==> src/hw/rtl/bmt_pkg.sv <==
// ----------------------------------------------------------------------------
// bmt_pkg: shared types and constants for the breakpoint match table
// Table geometry, command codes, and the packed layout of one bucket row.
// ----------------------------------------------------------------------------
package bmt_pkg;

  // Table geometry. BUCKETS must be a power of two, because the bucket is
  // taken from the low address bits.
  localparam int BUCKETS = 64;
  localparam int WAYS    = 4;

  localparam int BKT_W  = (BUCKETS > 1) ? $clog2(BUCKETS) : 1;
  localparam int WAY_W  = (WAYS > 1) ? $clog2(WAYS) : 1;
  localparam int FILL_W = $clog2(WAYS + 1);

  localparam int ADDR_W = 32;
  localparam int TAG_W  = 32;
  localparam int HND_W  = 16;
  localparam int SLOT_W = 8;

  typedef enum logic [1:0] {
    CMD_ADD    = 2'd0,
    CMD_REMOVE = 2'd1,
    CMD_CHECK  = 2'd2
  } cmd_t;

  typedef struct packed {
    logic [ADDR_W-1:0] addr;
    logic [TAG_W-1:0]  pid;
    logic [TAG_W-1:0]  stk;
    logic [HND_W-1:0]  hnd;
  } slot_t;

  // One bucket: all of its slots and its count of allocated ways.
  typedef struct packed {
    slot_t [WAYS-1:0]  slots;
    logic [FILL_W-1:0] fill;
  } row_t;

  // Outcome of one lookup, passed from the match logic to the controller.
  typedef struct packed {
    logic             ok;
    logic [HND_W-1:0] handler;
    logic [WAY_W-1:0] way;
    logic             wr_en;
  } match_t;

endpackage

==> src/hw/rtl/bmt_match.sv <==
// ----------------------------------------------------------------------------
// bmt_match: bucket row compare and update
// Compares the request against every allocated way of one row in parallel and forms
// the outcome and the row to write back.
// ----------------------------------------------------------------------------
module bmt_match
  import bmt_pkg::*;
(
  input  logic [1:0]        cmd,
  input  logic [ADDR_W-1:0] address,
  input  logic [TAG_W-1:0]  process_id,
  input  logic [TAG_W-1:0]  stack_tag,
  input  logic [HND_W-1:0]  handler_tag,
  input  row_t              row,
  output match_t            result,
  output row_t              row_next
);

  logic [FILL_W-1:0] fill;
  logic              free_hit;
  logic [WAY_W-1:0]  free_way;
  logic              exact_hit;
  logic [WAY_W-1:0]  exact_way;
  logic              check_hit;
  logic [WAY_W-1:0]  check_way;
  slot_t             new_slot;

  assign fill = (row.fill > FILL_W'(WAYS)) ? FILL_W'(WAYS) : row.fill;

  // Later ways override earlier ones, so the highest-numbered live way wins.
  always_comb begin
    free_hit  = 1'b0;
    free_way  = '0;
    exact_hit = 1'b0;
    exact_way = '0;
    check_hit = 1'b0;
    check_way = '0;
    for (int w = 0; w < WAYS; w++) begin
      if (FILL_W'(w) < fill) begin
        if (row.slots[w].addr == '0) begin
          free_hit = 1'b1;
          free_way = WAY_W'(w);
        end
        if (row.slots[w].addr == address && row.slots[w].pid == process_id &&
            row.slots[w].stk == stack_tag) begin
          exact_hit = 1'b1;
          exact_way = WAY_W'(w);
        end
        if (row.slots[w].addr == address &&
            (row.slots[w].pid == '0 || row.slots[w].pid == process_id) &&
            (row.slots[w].stk == '0 || row.slots[w].stk == stack_tag)) begin
          check_hit = 1'b1;
          check_way = WAY_W'(w);
        end
      end
    end
  end

  assign new_slot = '{addr: address, pid: process_id, stk: stack_tag, hnd: handler_tag};

  always_comb begin
    result   = '0;
    row_next = row;
    case (cmd)
      CMD_ADD: begin
        if (free_hit) begin
          result.ok    = 1'b1;
          result.way   = free_way;
          result.wr_en = 1'b1;
          row_next.slots[free_way] = new_slot;
        end else if (fill < FILL_W'(WAYS)) begin
          result.ok    = 1'b1;
          result.way   = WAY_W'(fill);
          result.wr_en = 1'b1;
          row_next.slots[WAY_W'(fill)] = new_slot;
          row_next.fill = fill + FILL_W'(1);
        end
      end
      CMD_REMOVE: begin
        if (exact_hit) begin
          result.ok    = 1'b1;
          result.way   = exact_way;
          result.wr_en = 1'b1;
          row_next.slots[exact_way] = '0;
        end
      end
      CMD_CHECK: begin
        if (check_hit && address != '0) begin
          result.ok      = 1'b1;
          result.way     = check_way;
          result.handler = row.slots[check_way].hnd;
        end
      end
      default: begin
        result = '0;
      end
    endcase
  end

endmodule
==> config.mk <==
export PLATFORM = sky130hd
export DESIGN_NAME = bmt_match
export DESIGN_NICKNAME = d
export VERILOG_FILES = /design/src/hw/rtl/bmt_pkg.sv /design/src/hw/rtl/bmt_match.sv
export SDC_FILE = /design/constraint.sdc
export NUM_CORES = 2
export LEC_CHECK = 0
export ABC_CLOCK_PERIOD_IN_PS = 3000
export BUFFER_PORTS_ARGS = -buffer_cell sky130_fd_sc_hd__buf_2
export CAP_MARGIN = 20
export CORE_AREA = 2 2 403 405
export DETAILED_ROUTE_END_ITERATION = 12
export DIE_AREA = 0 0 405 407
export PLACE_DENSITY = 0.34
export SYNTH_ARGS = -nofsm -noshare
export SYNTH_HDL_FRONTEND = slang
export SYNTH_SLANG_ARGS = --single-unit
==> constraint.sdc <==
create_clock -name vclk -period 3
set_clock_uncertainty 0.15 [all_clocks]
set_input_delay 0.3 -clock vclk [all_inputs]
set_output_delay 0.3 -clock vclk [all_outputs]
set_load 0.01 [all_outputs]
# Word-level counts from Yosys, hierarchy flattened
# Index checks and enable logic that the tools add are counted.
# totals
word_cells,142
output_inout_bits,471
reg_bits,0
inputBits,565
# classes
add_sub_neg,1
n_reduce_logical,42
mux,70
eq_ne,14
order_cmp,13
bitwise_logic,2
# ops
operator,count
448-bit bitwise mux,2
448-bit 2-to-1 mux,2
448-bit case mux with 2 select lines,1
112-bit demux with 2-bit select,3
451-bit 2-to-1 mux,1
448-bit bitwise AND,1
448-bit NOT,1
32-bit == test,12
32-bit zero test,12
112-bit 2-to-1 mux,3
112-bit binary-select mux with 2-bit select,1
1-bit 2-to-1 mux,33
16-bit 2-to-1 mux,2
32-bit nonzero test,1
2-bit 2-to-1 mux,12
1-bit logical AND,20
19-bit 2-to-1 mux,1
3-bit 2-to-1 mux,6
"2-bit by 3-bit less-than comparator with 1-bit output, second input constant",4
1-bit logical OR,8
"2-bit by 1-bit greater-or-equal comparator with 1-bit output, second input constant",3
"1-bit by 3-bit less-than comparator with 1-bit output, first input constant",2
"2-bit by 3-bit less-than comparator with 1-bit output, first input constant",2
2-bit case mux with 3 select lines,1
8 further kinds,8

# Logic depth before layout (Yosys ltp)
# logic_depth
ltp_word,17
mapped_depth,15
depth_no_buf,11

# Worst setup path before layout
# Ideal clock, no wire load.
# synth_timing
path_kind,input to output
start,input row[2] (netlist bit)
end,output row_next[339] (netlist bit)
slack_ns,-0.290
required_time_ns,2.550
stages,13
path_buffers,2
t_arrival_ns,2.840
path_cell_list,buf_2 > inv_1 > nand2_1 > inv_1 > ha_1 > o21ba_2 > nand3_1 > nor3_2 > nor4_2 > and2_4 > o311ai_4 > buf_6 > a22o_1
# synth_rtl
element,line,source
from (decl),bmt_match.sv:14,"input row_t row,"
to (decl),bmt_match.sv:16,output row_t row_next

==> flow_metrics.tcl <==
set metrics [dict create \
    timing.final.ws_setup_ns -0.854 \
    setup.worst_path.end_class "output port" \
    fp.dieH_um 407 \
    slowest_delay_ns 0.40 \
    power_frac_clock 0 \
    syn-cell-area_um2 14600 \
    cell_types_with_the_largest_area_share_after_synthesis "xnor2_1 (16%), nand2_1 (8.6%), a21oi_1 (7.9%)" \
    failed_checks "setup timing" \
    detailed_route_wire_length_per_cell_um 33.4 \
    number_of_top_level_design_ports 1036 \
    pwr-share-comb 1.000 \
    critPathLaunch "process_id[16]" \
    synth_mux_area_frac 0.00155 \
    worstPathCellList "buf_2, xnor2_1, nand4_1, nor4_1, buf_4, nand4_1, buf_4, or2_4, a41o_4, buf_12, buf_16, a21oi_4, buf_6" \
    rsz_0062_raised_after_global_routing "true" \
    p_total_w 0.00573 \
    post_synth_inst_count 2218 \
    post-place-cells 6045 \
    ys_types 58 \
    num_rows 147 \
    die_w_um 405 \
    synth_largest_area_cell "xnor2_1" \
    route.vias.total 27700 \
    finalSetupViolCount 470 \
    p_int_w 0.00256 \
    synth_largest_type_area_fraction 0.161 \
    sequentialPowerShare 0 \
    postPlaceCellArea_um2 29400 \
    final-max-slew-violation-count 0 \
    period_minus_slack_ns 3.85 \
    synth-seq-area-share 0 \
    fin_area_um2 37000 \
    final-instance-count-excl-fill 6193 \
    critical_path.startpoint_type "primary input" \
    final_antenna_net_count 0 \
    post_synth_xor_area_fraction 0.232 \
    seq_cell_count 0 \
    net_count_after_synthesis 2789 \
    ctsHoldBuffers 0 \
    finalHoldViolations 0 \
    storage_element_area_um2 0 \
    timing.critical_path.arrival_ns 3.40 \
    hpwl_dp_um 172000 \
    layout-drive-gt1-share 0.645 \
    power.share.switching 0.553 \
    synth_top_family_by_area "compound AO/OA/AOI/OAI gates" \
    grt_overflow_total 0 \
    nClkBuffers 0 \
    synthToLayoutAreaGrowth_pct 154 \
    routabilityCongestion 1.02 \
    synth-compound-area-share 0.401 \
    start_util 0.0909 \
    worst-slew-pin-transition_ns 0.706 \
    cellPowerDensity_nw_per_um2 155 \
    achievable-frequency_mhz 259 \
    critical_path_required_ns 2.55 \
    global_route_wire_length_before_repair_um 256000 \
    placeableCoreArea_um2 160000 \
    outcome "finished with violations" \
    totalWireLength_um 207000 \
    total_leakage_power_nw 15.9 \
    post-route-util 0.231 \
    relSlewSlack 0.525 \
    share_of_synthesized_cell_area_in_full_adder_half_adder_and_majority_cells 0.00516 \
    crit_slowest_cell "xnor2_1" \
    dr.first_iter.drc_count 2306 \
    route.detailed.vias_per_inst 4.48 \
    syn_area_per_cell_um2 6.56 \
    placement.setup.worst_slack_ns -1.69 \
    dieArea_um2 165000 \
    remaining_drc_errors 0 \
    global_route.usage.total 0.228 \
    portBuffers 1036 \
    maximum_fanout_encountered_on_the_critical_timing_path 8 \
    yosys.area_share.simple 0.251 \
    criticalPathCategory "primary input to output port" \
    synth_commonest_cells "nand2_1 (333), xnor2_1 (268), a21oi_1 (231)" \
    warnings_synthesis 0 \
    finalCritPeriodShare 1.28 \
    net-switching-power_w 0.00317 \
    synthMostInstantiatedCell "nand2_1" \
    first_global_vias 27200 \
    max_cap_violations 0 \
    drt_pre_antenna_iters 5 \
    vdd.ir_drop.worst_mv 0.0770 \
    antenna_found_initial 56 \
    grt_start_max_net_pins 93 \
    min-delay-path-class "primary input to output port" \
    cp-endpoint "row_next[37]" \
    nets_finish 4594 \
]
==> repair_timing <==
item,in CTS,in global routing
buffers inserted,62,52
resized for setup,707,474
pin swaps,73,80
endpoints found under the setup margin,470,470
gates cloned,17,26
==> logic make-up after synthesis <==
| group | count (synthesis) |
|---|---|
| AO/OA/AOI/OAI | 815 |
| AND/OR/NAND/NOR | 705 |
| XOR/XNOR | 385 |
| buffers and inverters | 305 |
| adder cells (fa/ha/maj) | 6 |
| multiplexers | 2 |
==> power by group through the flow <==
stage               Combinational [W]  Sequential, W        Clock, W
CTS                           0.00536              0               0
floorplan                     0.00175              0               0
finish                        0.00573              0  0.000000000450
global placement              0.00480              0               0
global route                  0.00595              0  0.000000000272
detailed placement            0.00477              0               0
==> worst min-delay path by stage <==
stage / end / slack (ns) / start / cells past startpoint
floorplan: row_next[115] / 0.57 / handler_tag[0] / 2
global placement: row_next[351] / 0.78 / row[351] / 3
detailed placement: row_next[351] / 0.78 / row[351] / 3
CTS: row_next[351] / 0.78 / row[351] / 3
global route: row_next[345] / 0.80 / row[345] / 3
finish: row_next[348] / 0.78 / row[348] / 3
==> per-layer routing <==
layer	global-route usage	part of all wire	wire (um)	vias to the layer above
met5	0	0.0013	270	-
met4	0.0839	0.053	11000	36
met3	0.0352	0.059	12200	403
met2	0.400	0.48	100000	1411
met1	0.278	0.40	83400	13900
li1	-	-	-	12000
==> cell usage in the layout, fill, tap and decap left out, types with 9 or more instances in the layout <==
master	n
buf_4	851
buf_2	773
nand2_1	328
buf_6	263
xnor2_1	236
a21oi_1	123
buf_12	123
nor4_1	113
xor2_1	111
nand4_1	105
a21oi_2	103
a22o_1	87
a21oi_4	85
a211oi_1	48
o2bb2ai_4	45
a211oi_2	45
o2bb2ai_1	37
o2bb2ai_2	33
a31oi_1	33
a22oi_1	31
xnor2_2	24
a22o_4	23
clkbuf_16	23
o21ai_4	22
buf_8	22
nor4_4	21
buf_16	21
inv_1	20
o211ai_1	20
nor4_2	19
nor2_1	19
and4_1	17
nand4b_1	17
a32oi_1	14
nand3_1	13
diode_2	12
o21ai_0	11
o21ai_2	10
o21ai_1	9
o311ai_1	9
==> stage by stage <==
| step | hold WS (ns) | setup TNS (ns) |
|---|---|---|
| 2_1_floorplan | 0.572 | 0 |
| 3_3_place_gp | 0.776 | -648.15 |
| 3_5_place_dp | 0.777 | -627.09 |
| 4_1_cts | 0.778 | -325.10 |
| 5_1_grt | 0.795 | -350.68 |
| 6_report | 0.777 | -323.41 |
==> worst max-delay path, delay by kind of cell <==
family	cells	cell delay [ns]
buffers and inverters	6	1.08
and+or+nand+nor	4	1.04
AOI/OAI and AO/OA	2	0.53
xor gates and xnor gates	1	0.40
==> cell type report <==
| type | instances | area (um2) |
|---|---|---|
| Fill cell | 18000 | 123000 |
| Timing Repair Buffer | 2085 | 17300 |
| Multi-Input combinational cell | 1914 | 16900 |
| Tap cell | 2160 | 2700 |
| Inverter | 22 | 82.6 |
| Antenna cell | 12 | 30.0 |
(Power assumes the default switching activity.)
